File: src/hw/rtl/gpc_pkg.sv
// ----------------------------------------------------------------------------
// gpc_pkg
// Shared widths, constants and types of the green pixel centroid unit.
// ----------------------------------------------------------------------------
`default_nettype none

package gpc_pkg;

  localparam int PIX_W       = 8;
  localparam int COORD_W     = 12;
  localparam int HITS_W      = 25;
  localparam int SUM_W       = 36;
  localparam int DATA_W      = 32;
  localparam int ADDR_W      = 3;

  localparam int MAX_COLUMNS_DEF = 4096;
  localparam int MAX_ROWS_DEF    = 4096;
  localparam int COORD_CAP       = 4095;

  localparam logic [PIX_W-1:0] MARGIN_RESET = 8'd50;

  localparam int QUEUE_DEPTH = 4;
  localparam int QPTR_W      = $clog2(QUEUE_DEPTH);

  localparam int DIV_STEPS = SUM_W;
  localparam int DIV_CNT_W = $clog2(DIV_STEPS);

  localparam logic KIND_MASK     = 1'b0;
  localparam logic KIND_CENTROID = 1'b1;

  localparam logic REG_GREEN_MARGIN = 1'b0;

  typedef struct packed {
    logic              green;
    logic              eof;
    logic [HITS_W-1:0] hits;
    logic [SUM_W-1:0]  col_sum;
    logic [SUM_W-1:0]  row_sum;
  } gpc_entry_t;

  typedef struct packed {
    logic load;
    logic step;
  } gpc_div_ctrl_t;

endpackage

`default_nettype wire

File: src/hw/rtl/gpc_front.sv
// ----------------------------------------------------------------------------
// gpc_front
// Classifies each pixel, tracks column and row, and accumulates the frame sums.
// ----------------------------------------------------------------------------
`default_nettype none

module gpc_front #(
  parameter int MAX_COLUMNS = gpc_pkg::MAX_COLUMNS_DEF,
  parameter int MAX_ROWS    = gpc_pkg::MAX_ROWS_DEF
) (
  input  wire logic                        clk,
  input  wire logic                        rst_n,
  input  wire logic                        fire,
  input  wire logic [gpc_pkg::PIX_W-1:0]   blue_value,
  input  wire logic [gpc_pkg::PIX_W-1:0]   green_value,
  input  wire logic [gpc_pkg::PIX_W-1:0]   red_value,
  input  wire logic                        end_of_line,
  input  wire logic                        end_of_frame,
  input  wire logic [gpc_pkg::PIX_W-1:0]   green_margin,
  output gpc_pkg::gpc_entry_t              entry
);
  import gpc_pkg::*;

  localparam int COL_LIM = (MAX_COLUMNS - 1 > COORD_CAP) ? COORD_CAP : MAX_COLUMNS - 1;
  localparam int ROW_LIM = (MAX_ROWS - 1 > COORD_CAP) ? COORD_CAP : MAX_ROWS - 1;
  localparam logic [COORD_W-1:0] COL_LIMIT = COORD_W'(COL_LIM);
  localparam logic [COORD_W-1:0] ROW_LIMIT = COORD_W'(ROW_LIM);

  logic [COORD_W-1:0] col_r, col_nxt;
  logic [COORD_W-1:0] row_r, row_nxt;
  logic [HITS_W-1:0]  hits_r, hits_nxt;
  logic [SUM_W-1:0]   csum_r, csum_nxt;
  logic [SUM_W-1:0]   rsum_r, rsum_nxt;

  logic [PIX_W:0]     red_lim;
  logic [PIX_W:0]     blue_lim;
  logic               is_green;
  logic [HITS_W:0]    hits_add;
  logic [SUM_W:0]     csum_add;
  logic [SUM_W:0]     rsum_add;
  logic [HITS_W-1:0]  hits_upd;
  logic [SUM_W-1:0]   csum_upd;
  logic [SUM_W-1:0]   rsum_upd;

  always_comb begin
    red_lim  = {1'b0, red_value} + {1'b0, green_margin};
    blue_lim = {1'b0, blue_value} + {1'b0, green_margin};
    is_green = ({1'b0, green_value} > red_lim) && ({1'b0, green_value} > blue_lim);

    hits_add = {1'b0, hits_r} + (HITS_W + 1)'(1);
    csum_add = {1'b0, csum_r} + (SUM_W + 1)'(col_r);
    rsum_add = {1'b0, rsum_r} + (SUM_W + 1)'(row_r);

    if (is_green) begin
      hits_upd = hits_add[HITS_W] ? '1 : hits_add[HITS_W-1:0];
      csum_upd = csum_add[SUM_W]  ? '1 : csum_add[SUM_W-1:0];
      rsum_upd = rsum_add[SUM_W]  ? '1 : rsum_add[SUM_W-1:0];
    end else begin
      hits_upd = hits_r;
      csum_upd = csum_r;
      rsum_upd = rsum_r;
    end

    entry.green   = is_green;
    entry.eof     = end_of_frame;
    entry.hits    = hits_upd;
    entry.col_sum = csum_upd;
    entry.row_sum = rsum_upd;
  end

  always_comb begin
    col_nxt  = col_r;
    row_nxt  = row_r;
    hits_nxt = hits_r;
    csum_nxt = csum_r;
    rsum_nxt = rsum_r;
    if (fire) begin
      if (end_of_frame) begin
        col_nxt  = '0;
        row_nxt  = '0;
        hits_nxt = '0;
        csum_nxt = '0;
        rsum_nxt = '0;
      end else begin
        hits_nxt = hits_upd;
        csum_nxt = csum_upd;
        rsum_nxt = rsum_upd;
        if (end_of_line) begin
          col_nxt = '0;
          if (row_r < ROW_LIMIT) begin
            row_nxt = row_r + COORD_W'(1);
          end
        end else if (col_r < COL_LIMIT) begin
          col_nxt = col_r + COORD_W'(1);
        end
      end
    end
  end

  always_ff @(posedge clk) begin
    if (!rst_n) begin
      col_r  <= '0;
      row_r  <= '0;
      hits_r <= '0;
      csum_r <= '0;
      rsum_r <= '0;
    end else begin
      col_r  <= col_nxt;
      row_r  <= row_nxt;
      hits_r <= hits_nxt;
      csum_r <= csum_nxt;
      rsum_r <= rsum_nxt;
    end
  end

endmodule

`default_nettype wire

File: src/hw/rtl/gpc_queue.sv
// ----------------------------------------------------------------------------
// gpc_queue
// Short first-in first-out queue of classified pixels between front and back.
// ----------------------------------------------------------------------------
`default_nettype none

module gpc_queue (
  input  wire logic                 clk,
  input  wire logic                 rst_n,
  input  wire logic                 wr_en,
  input  gpc_pkg::gpc_entry_t       wr_entry,
  output logic                      full,
  input  wire logic                 rd_en,
  output gpc_pkg::gpc_entry_t       rd_entry,
  output logic                      empty
);
  import gpc_pkg::*;

  gpc_entry_t          mem_r [QUEUE_DEPTH];
  logic [QPTR_W-1:0]   wr_ptr_r, wr_ptr_nxt;
  logic [QPTR_W-1:0]   rd_ptr_r, rd_ptr_nxt;
  logic [QPTR_W:0]     count_r, count_nxt;
  logic                do_wr;
  logic                do_rd;

  always_comb begin
    full     = (count_r == (QPTR_W + 1)'(QUEUE_DEPTH));
    empty    = (count_r == '0);
    rd_entry = mem_r[rd_ptr_r];
    do_wr    = wr_en && !full;
    do_rd    = rd_en && !empty;

    wr_ptr_nxt = do_wr ? wr_ptr_r + QPTR_W'(1) : wr_ptr_r;
    rd_ptr_nxt = do_rd ? rd_ptr_r + QPTR_W'(1) : rd_ptr_r;
    count_nxt  = count_r;
    if (do_wr && !do_rd) begin
      count_nxt = count_r + (QPTR_W + 1)'(1);
    end else if (do_rd && !do_wr) begin
      count_nxt = count_r - (QPTR_W + 1)'(1);
    end
  end

  always_ff @(posedge clk) begin
    if (!rst_n) begin
      wr_ptr_r <= '0;
      rd_ptr_r <= '0;
      count_r  <= '0;
    end else begin
      wr_ptr_r <= wr_ptr_nxt;
      rd_ptr_r <= rd_ptr_nxt;
      count_r  <= count_nxt;
    end
  end

  always_ff @(posedge clk) begin
    if (do_wr) begin
      mem_r[wr_ptr_r] <= wr_entry;
    end
  end

endmodule

`default_nettype wire

File: src/hw/rtl/gpc_divider.sv
// ----------------------------------------------------------------------------
// gpc_divider
// Restoring divider, one quotient bit per step, with the quotient clamped.
// ----------------------------------------------------------------------------
`default_nettype none

module gpc_divider (
  input  wire logic                          clk,
  input  gpc_pkg::gpc_div_ctrl_t             ctrl,
  input  wire logic [gpc_pkg::SUM_W-1:0]     dividend,
  input  wire logic [gpc_pkg::HITS_W-1:0]    divisor,
  output logic [gpc_pkg::COORD_W-1:0]        quotient
);
  import gpc_pkg::*;

  logic [SUM_W-1:0]  work_r, work_nxt;
  logic [HITS_W-1:0] rem_r, rem_nxt;
  logic [HITS_W-1:0] den_r, den_nxt;
  logic [HITS_W:0]   rem_sh;
  logic              q_bit;

  always_comb begin
    rem_sh   = {rem_r, work_r[SUM_W-1]};
    q_bit    = (rem_sh >= {1'b0, den_r});
    work_nxt = work_r;
    rem_nxt  = rem_r;
    den_nxt  = den_r;
    if (ctrl.load) begin
      work_nxt = dividend;
      rem_nxt  = '0;
      den_nxt  = divisor;
    end else if (ctrl.step) begin
      work_nxt = {work_r[SUM_W-2:0], q_bit};
      rem_nxt  = q_bit ? HITS_W'(rem_sh - {1'b0, den_r}) : rem_sh[HITS_W-1:0];
    end
    quotient = (|work_r[SUM_W-1:COORD_W]) ? '1 : work_r[COORD_W-1:0];
  end

  always_ff @(posedge clk) begin
    work_r <= work_nxt;
    rem_r  <= rem_nxt;
    den_r  <= den_nxt;
  end

endmodule

`default_nettype wire

File: src/hw/rtl/gpc_back.sv
// ----------------------------------------------------------------------------
// gpc_back
// Drains the queue, emits mask results and computes the frame centroid.
// ----------------------------------------------------------------------------
`default_nettype none

module gpc_back (
  input  wire logic                          clk,
  input  wire logic                          rst_n,
  input  gpc_pkg::gpc_entry_t                q_entry,
  input  wire logic                          q_empty,
  output logic                               q_pop,
  input  wire logic                          pop,
  output logic                               empty,
  output logic                               out_result_kind,
  output logic                               out_pixel_is_green,
  output logic [gpc_pkg::COORD_W-1:0]        out_centroid_x,
  output logic [gpc_pkg::COORD_W-1:0]        out_centroid_y,
  output logic                               out_found_any,
  output logic [gpc_pkg::HITS_W-1:0]         out_green_count,
  output logic                               out_last_result
);
  import gpc_pkg::*;

  typedef enum logic [2:0] {
    ST_IDLE = 3'b001,
    ST_DIV  = 3'b010,
    ST_CENT = 3'b100
  } state_t;

  state_t               state_r, state_nxt;
  logic [DIV_CNT_W-1:0] cnt_r, cnt_nxt;
  logic [HITS_W-1:0]    hits_r, hits_nxt;
  logic                 valid_r, valid_nxt;

  logic                 kind_r, kind_nxt;
  logic                 green_r, green_nxt;
  logic [COORD_W-1:0]   cx_r, cx_nxt;
  logic [COORD_W-1:0]   cy_r, cy_nxt;
  logic                 found_r, found_nxt;
  logic [HITS_W-1:0]    count_r, count_nxt;
  logic                 last_r, last_nxt;

  gpc_div_ctrl_t        div_ctrl;
  logic [COORD_W-1:0]   quot_x;
  logic [COORD_W-1:0]   quot_y;
  logic                 out_free;
  logic                 found;

  gpc_divider u_div_x (
    .clk      (clk),
    .ctrl     (div_ctrl),
    .dividend (q_entry.col_sum),
    .divisor  (q_entry.hits),
    .quotient (quot_x)
  );

  gpc_divider u_div_y (
    .clk      (clk),
    .ctrl     (div_ctrl),
    .dividend (q_entry.row_sum),
    .divisor  (q_entry.hits),
    .quotient (quot_y)
  );

  always_comb begin
    out_free   = !valid_r || pop;
    found      = (hits_r != '0);
    state_nxt  = state_r;
    cnt_nxt    = cnt_r;
    hits_nxt   = hits_r;
    valid_nxt  = valid_r && !pop;
    kind_nxt   = kind_r;
    green_nxt  = green_r;
    cx_nxt     = cx_r;
    cy_nxt     = cy_r;
    found_nxt  = found_r;
    count_nxt  = count_r;
    last_nxt   = last_r;
    q_pop      = 1'b0;
    div_ctrl   = '0;

    unique case (state_r)
      ST_IDLE: begin
        if (!q_empty && out_free) begin
          q_pop     = 1'b1;
          valid_nxt = 1'b1;
          kind_nxt  = KIND_MASK;
          green_nxt = q_entry.green;
          cx_nxt    = '0;
          cy_nxt    = '0;
          found_nxt = 1'b0;
          count_nxt = '0;
          last_nxt  = !q_entry.eof;
          if (q_entry.eof) begin
            div_ctrl.load = 1'b1;
            hits_nxt      = q_entry.hits;
            cnt_nxt       = '0;
            state_nxt     = ST_DIV;
          end
        end
      end
      ST_DIV: begin
        div_ctrl.step = 1'b1;
        cnt_nxt       = cnt_r + DIV_CNT_W'(1);
        if (cnt_r == DIV_CNT_W'(DIV_STEPS - 1)) begin
          state_nxt = ST_CENT;
        end
      end
      ST_CENT: begin
        if (out_free) begin
          valid_nxt = 1'b1;
          kind_nxt  = KIND_CENTROID;
          green_nxt = 1'b0;
          cx_nxt    = found ? quot_x : '0;
          cy_nxt    = found ? quot_y : '0;
          found_nxt = found;
          count_nxt = hits_r;
          last_nxt  = 1'b1;
          state_nxt = ST_IDLE;
        end
      end
      default: begin
        state_nxt = ST_IDLE;
      end
    endcase
  end

  always_ff @(posedge clk) begin
    if (!rst_n) begin
      state_r <= ST_IDLE;
      valid_r <= 1'b0;
      cnt_r   <= '0;
    end else begin
      state_r <= state_nxt;
      valid_r <= valid_nxt;
      cnt_r   <= cnt_nxt;
    end
  end

  always_ff @(posedge clk) begin
    hits_r  <= hits_nxt;
    kind_r  <= kind_nxt;
    green_r <= green_nxt;
    cx_r    <= cx_nxt;
    cy_r    <= cy_nxt;
    found_r <= found_nxt;
    count_r <= count_nxt;
    last_r  <= last_nxt;
  end

  assign empty              = !valid_r;
  assign out_result_kind    = kind_r;
  assign out_pixel_is_green = green_r;
  assign out_centroid_x     = cx_r;
  assign out_centroid_y     = cy_r;
  assign out_found_any      = found_r;
  assign out_green_count    = count_r;
  assign out_last_result    = last_r;

endmodule

`default_nettype wire

File: src/hw/rtl/green_pixel_centroid_unit.sv
// ----------------------------------------------------------------------------
// green_pixel_centroid_unit
// Per-frame centroid of markedly green pixels in a raster pixel stream.
//
// Pixels enter through push/full, one beat per pixel, with end-of-line and
// end-of-frame marks. Every pixel produces one mask beat on the result queue
// (empty/pop); the last pixel of a frame produces a second beat that carries
// the centroid, the green pixel count and found_any.
// A pixel is accepted every cycle while the receiver keeps popping and no
// centroid is being computed. A mask beat passes the pixel queue and then the
// output register. The centroid beat follows its mask beat once the two
// bit-serial 36-step dividers finish; meanwhile the four-entry pixel queue
// fills and then holds full high. When the receiver stalls, one result is held on
// the ports and the queue absorbs up to four pixels before full rises.
// Reset clears the counters, sums and queues and sets green_margin to 50.
// green_margin is written through the APB port at any address with paddr[2] low (0 to 3).
// ----------------------------------------------------------------------------
`default_nettype none

module green_pixel_centroid_unit #(
  parameter int MAX_COLUMNS = gpc_pkg::MAX_COLUMNS_DEF,
  parameter int MAX_ROWS    = gpc_pkg::MAX_ROWS_DEF
) (
  input  wire logic                          clk,
  input  wire logic                          rst_n,
  input  wire logic                          push,
  output logic                               full,
  input  wire logic [gpc_pkg::PIX_W-1:0]     in_blue_value,
  input  wire logic [gpc_pkg::PIX_W-1:0]     in_green_value,
  input  wire logic [gpc_pkg::PIX_W-1:0]     in_red_value,
  input  wire logic                          in_end_of_line,
  input  wire logic                          in_end_of_frame,
  output logic                               empty,
  input  wire logic                          pop,
  output logic                               out_result_kind,
  output logic                               out_pixel_is_green,
  output logic [gpc_pkg::COORD_W-1:0]        out_centroid_x,
  output logic [gpc_pkg::COORD_W-1:0]        out_centroid_y,
  output logic                               out_found_any,
  output logic [gpc_pkg::HITS_W-1:0]         out_green_count,
  output logic                               out_last_result,
  input  wire logic                          psel,
  input  wire logic                          penable,
  input  wire logic                          pwrite,
  input  wire logic [gpc_pkg::ADDR_W-1:0]    paddr,
  input  wire logic [gpc_pkg::DATA_W-1:0]    pwdata,
  output logic [gpc_pkg::DATA_W-1:0]         prdata,
  output logic                               pready
);
  import gpc_pkg::*;

  logic [PIX_W-1:0] margin_r, margin_nxt;
  logic             reg_hit;
  logic             in_fire;
  gpc_entry_t       front_entry;
  gpc_entry_t       q_entry;
  logic             q_empty;
  logic             q_pop;

  always_comb begin
    reg_hit    = (paddr[ADDR_W-1] == REG_GREEN_MARGIN);
    margin_nxt = margin_r;
    if (psel && penable && pwrite && pready && reg_hit) begin
      margin_nxt = pwdata[PIX_W-1:0];
    end
    prdata = reg_hit ? DATA_W'(margin_r) : '0;
  end

  assign pready  = 1'b1;
  assign in_fire = push && !full;

  always_ff @(posedge clk) begin
    if (!rst_n) begin
      margin_r <= MARGIN_RESET;
    end else begin
      margin_r <= margin_nxt;
    end
  end

  gpc_front #(
    .MAX_COLUMNS (MAX_COLUMNS),
    .MAX_ROWS    (MAX_ROWS)
  ) u_front (
    .clk          (clk),
    .rst_n        (rst_n),
    .fire         (in_fire),
    .blue_value   (in_blue_value),
    .green_value  (in_green_value),
    .red_value    (in_red_value),
    .end_of_line  (in_end_of_line),
    .end_of_frame (in_end_of_frame),
    .green_margin (margin_r),
    .entry        (front_entry)
  );

  gpc_queue u_queue (
    .clk      (clk),
    .rst_n    (rst_n),
    .wr_en    (push),
    .wr_entry (front_entry),
    .full     (full),
    .rd_en    (q_pop),
    .rd_entry (q_entry),
    .empty    (q_empty)
  );

  gpc_back u_back (
    .clk                (clk),
    .rst_n              (rst_n),
    .q_entry            (q_entry),
    .q_empty            (q_empty),
    .q_pop              (q_pop),
    .pop                (pop),
    .empty              (empty),
    .out_result_kind    (out_result_kind),
    .out_pixel_is_green (out_pixel_is_green),
    .out_centroid_x     (out_centroid_x),
    .out_centroid_y     (out_centroid_y),
    .out_found_any      (out_found_any),
    .out_green_count    (out_green_count),
    .out_last_result    (out_last_result)
  );

endmodule

`default_nettype wire
File: config.mk
export PLATFORM = sky130hd
export DESIGN_NAME = green_pixel_centroid_unit
export DESIGN_NICKNAME = d
export VERILOG_FILES = /design/src/hw/rtl/gpc_pkg.sv /design/src/hw/rtl/gpc_front.sv /design/src/hw/rtl/gpc_queue.sv /design/src/hw/rtl/gpc_divider.sv /design/src/hw/rtl/gpc_back.sv /design/src/hw/rtl/green_pixel_centroid_unit.sv
export SDC_FILE = /design/constraint.sdc
export NUM_CORES = 1
export LEC_CHECK = 0
export BUFFER_PORTS_ARGS = -buffer_cell sky130_fd_sc_hd__clkbuf_2
export CAP_MARGIN = 30
export CORE_ASPECT_RATIO = 0.9
export CORE_MARGIN = 2
export CORE_UTILIZATION = 60
export CTS_BUF_LIST = sky130_fd_sc_hd__clkbuf_4 sky130_fd_sc_hd__clkbuf_8
export DETAILED_ROUTE_END_ITERATION = 16
export PLACE_DENSITY = 0.79
export SLEW_MARGIN = 15
export SYNTH_ARGS = -nofsm -noshare
export SYNTH_HDL_FRONTEND = slang
export SYNTH_HIERARCHICAL = 1
export SYNTH_SLANG_ARGS = --single-unit
File: constraint.sdc
create_clock -name clk -period 8.6 [get_ports clk]
set_clock_uncertainty 0.15 [all_clocks]
set_input_delay 1.72 -clock clk [delete_from_list [all_inputs] [get_ports clk]]
set_output_delay 1.72 -clock clk [all_outputs]
set_load 0.02 [all_outputs]
==> impl_metrics.toml <==
[global_routing]
global_route.usage.total = 0.270
globalRoute.totalOverflow = 0
met2_usage = 0.438
global_routing_usage_on_met1 = 0.368
top_usage_layer = "met2"
grt_pass1_vias = 26300
antenna_found_initial = 2
grt_util_met3 = 0.0436
grt_pass1_wl_um = 144000
grt_start_max_net_pins = 141

[synth]
ys_seq_elements = 794
async_reset_ff_frac = 0
post_synth.cell_area_avg_sq_um = 12.5
synth_edf_count = 596
seq_area_frac_synth = 0.556
synth.cell_area_sq_um = 39300
predominant_post_synthesis_flop_cell = "sky130_fd_sc_hd__edfxtp_1"
synth.distinct_cells = 123
yosys_warnings = 6
number_of_instances_in_the_synthesized_netlist = 3158

[drt]
route.antenna.remaining_nets = 0
postRouteWirelength_um = 92000
post-route-drc-count = 0
route.vias.total = 27100
firstDrtPassIters = 6
detail_route.wl_per_cell_um = 21.8
initialDrtViolationCount = 2995
drt-vias-per-instance = 6.42

[floorplan]
starting_density_of_the_core = 0.603
placement_rows = 89
floorplan.die.height_um = 247
chipWidth_um = 274
io_pins = 156
core_area_sq_um = 65300
design.die.area_sq_um = 67600

[sta]
grt_setup_unrepaired = "false"
setup-violations-final = 0
worstMarginPinSlew_ns = 0.979
post-route-period-util = 0.723
hold_violations_final = 0
setup-tns-final_ns = 0
finalHoldWorstSlack_ns = 0.343
fmaxAchievable_mhz = 161
max-slew-margin-rel = 0.347
finalWorstPathRequiredPeriod_ns = 6.22
final_slew_viol_count = 0
setup_slack_ns = 2.38

[clocking]
cts.reportedPaths.clkPinSlew_ns = 0.06
ctsHtreeMaxLevel = 3
clk-insertion-delay-late_ns = 0.75
cts_hold_buf = 0
tritoncts_num_sinks = 794
clk_path_buf_depth = 3
cts-root-buf = "sky130_fd_sc_hd__clkbuf_8"
cts_tree = "done"
post_cts_resize_count = 0
cts_setup_buffers = 0
numCtsBuffers = 121

[finish]
fraction_of_layout_instances_using_a_drive_strength_above_1 = 0.196
layout-area-overhead-vs-synth_pct = 9.78
fin_area_sq_um = 43200
design.final.nets = 3435
final_design_utilization = 0.662

[power_and_ir_drop]
p_clk_frac = 0.285
sequentialPowerShare = 0.445
power.share.switching = 0.320
power.net_switching_mw = 3.93
power.combinational.fraction = 0.270
cell_internal_power_mw = 8.37
vdd_drop_max_v = 0.000250
power.density_nw_per_um2 = 285
total_leakage_power_nw = 15.8

[place]
placed_cell_area_sq_um = 40400
gp_routability_congestion = 0.909
dp_hpwl_um = 60700
io_buffer_count = 104
place_ws_ns = 1.86

[setup_path]
critPathCaptureType = "flip-flop"
worstPathRequired_ns = 8.90
worst-endpoint-arrival_ns = 6.52
startpoint_type = "input pin"
timing.critical_path.fanout_max = 23
critical_path_class = "input pin to flip-flop"

[min_path]
class_of_the_tightest_hold_or_removal_check = "flip-flop to flip-flop"

[flow_run]
max_cap_viol_count = 0

[outcome]
outcome = "finished, final reports clean"
==> critical path, cell delays in order <==
cell	delay [ns]
sky130_fd_sc_hd__clkbuf_2	0.09
sky130_fd_sc_hd__ha_1	0.16
sky130_fd_sc_hd__inv_1	0.05
sky130_fd_sc_hd__fa_1	0.39
sky130_fd_sc_hd__nor2b_1	0.21
sky130_fd_sc_hd__o31a_1	0.28
sky130_fd_sc_hd__o21ai_0	0.13
sky130_fd_sc_hd__nand2b_1	0.10
sky130_fd_sc_hd__xnor2_1	0.07
sky130_fd_sc_hd__ha_1	0.30
sky130_fd_sc_hd__nand3_1	0.16
sky130_fd_sc_hd__a31oi_4	0.57
sky130_fd_sc_hd__o211a_1	0.25
sky130_fd_sc_hd__buf_4	0.30
sky130_fd_sc_hd__nand2_2	0.42
sky130_fd_sc_hd__inv_1	0.74
sky130_fd_sc_hd__mux2i_1	0.40
sky130_fd_sc_hd__nand2_1	0.16
==> through the flow <==
step / std cells / power [mW]
5_1_grt: 4219 / 12.9
2_1_floorplan: 3181 / 7.91
3_5_place_dp: 3984 / 8.83
4_1_cts: 4215 / 12.3
3_3_place_gp: 3978 / 8.68
6_report: 4219 / 12.3
==> registers in the layout, summed over array words and instances (netlist names), 3 cells and up, named ones only <==
register	count
u_front/row_r	12
u_back/out_centroid_y	12
u_back/u_div_y/rem_r	25
u_back/u_div_y/work_r	36
u_back/cnt_r	6
u_front/rsum_r	36
u_back/hits_r	25
u_queue/count_r	3
margin_r	8
u_back/state_r	3
u_front/csum_r	36
u_front/hits_r	25
u_front/col_r	12
u_back/u_div_y/den_r	25
u_back/u_div_x/den_r	25
u_back/out_green_count	25
u_queue/mem_r	396
u_back/u_div_x/rem_r	25
u_back/out_centroid_x	12
u_back/u_div_x/work_r	36
==> power by group through the flow <==
stage / combinational [mW] / clock [mW] / sequential [mW]
final: 3.32 / 3.51 / 5.47
after global routing: 3.60 / 3.73 / 5.54
after CTS: 3.30 / 3.57 / 5.47
after detailed placement: 3.28 / 0 / 5.55
after global placement: 3.17 / 0 / 5.51
after floorplan: 2.35 / 0 / 5.56
==> logic make-up after synthesis <==
family / count (synthesis) / share of synthesized area
flip-flops: 794 / 0.556
AND/OR/NAND/NOR: 972 / 0.136
multiplexers: 208 / 0.0871
other: 2 / 0.000191
buffers and inverters: 309 / 0.0377
adder cells (fa/ha/maj): 122 / 0.0401
AO/OA/AOI/OAI: 637 / 0.118
XOR/XNOR: 114 / 0.0254
==> per-layer routing <==
metal	routed length (um)	part of all wire	up-vias
met5	0	0	-
met4	3420	0.037	0
met3	7230	0.079	245
met2	43200	0.47	1291
met1	38200	0.41	13300
li1	-	-	12300
==> cell type report <==
cell class                      count  area (sq um)
Multi-Input combinational cell   2078         16100
Sequential cell                   794         21900
Clock inverter                     41           510
Antenna cell                        2          5.00
Fill cell                        4582         22100
Timing Repair Buffer              140           882
Clock buffer                      190          2300
Inverter                          110           413
Tap cell                          864          1080
==> final timing paths <==
kind / startpoint / end / slack (ns) / depth (start not counted)
max: in_red_value[0] / u_queue/mem_r[2][45] / 2.38 / 18
min reg2reg: u_back/cnt_r[1] / u_back/cnt_r[1] / 0.34 / 2
min: u_back/cnt_r[1] / u_back/cnt_r[1] / 0.34 / 2
max reg2reg: margin_r[0] / u_queue/mem_r[2][45] / 3.01 / 17
==> placed cells by master (no fill, tap or decap), types with 21 or more instances in the layout <==
cell type and n:
sky130_fd_sc_hd__edfxtp_1 596, sky130_fd_sc_hd__nand2_1 255, sky130_fd_sc_hd__dfxtp_1 196, sky130_fd_sc_hd__nor2_1 156
sky130_fd_sc_hd__clkbuf_8 139, sky130_fd_sc_hd__nand3_1 130, sky130_fd_sc_hd__a21oi_1 129, sky130_fd_sc_hd__o21ai_0 120
sky130_fd_sc_hd__ha_1 115, sky130_fd_sc_hd__clkbuf_2 105, sky130_fd_sc_hd__inv_1 105, sky130_fd_sc_hd__mux4_2 99
sky130_fd_sc_hd__mux2_2 82, sky130_fd_sc_hd__xnor2_1 75, sky130_fd_sc_hd__clkbuf_4 51, sky130_fd_sc_hd__nor3_1 51
sky130_fd_sc_hd__and2_1 49, sky130_fd_sc_hd__or3_1 47, sky130_fd_sc_hd__nand4_1 44, sky130_fd_sc_hd__a21o_1 42
sky130_fd_sc_hd__and3_1 40, sky130_fd_sc_hd__xor2_1 39, sky130_fd_sc_hd__nor4_1 35, sky130_fd_sc_hd__a31oi_1 32
sky130_fd_sc_hd__a311oi_1 28, sky130_fd_sc_hd__nor4_2 28, sky130_fd_sc_hd__buf_4 27, sky130_fd_sc_hd__mux2i_1 26
sky130_fd_sc_hd__a22o_1 26, sky130_fd_sc_hd__conb_1 25, sky130_fd_sc_hd__o21a_1 21, sky130_fd_sc_hd__o211ai_1 21
==> Yosys cell counts, drive strengths merged (54+ instances only) <==
library cell	n	share of area
edfxtp	596	0.45
nand2	257	0.025
dfxtp	198	0.10
nor2	160	0.015
a21oi	135	0.018
nand3	133	0.017
o21ai	131	0.017
ha	115	0.037
inv	107	0.010
buf	101	0.017
mux4	99	0.057
clkbuf	94	0.0090
mux2	83	0.024
xnor2	75	0.017
nor4	71	0.019
nor3	56	0.0079
and2	54	0.0086
No activity file was read; power rests on OpenSTA's default activity.
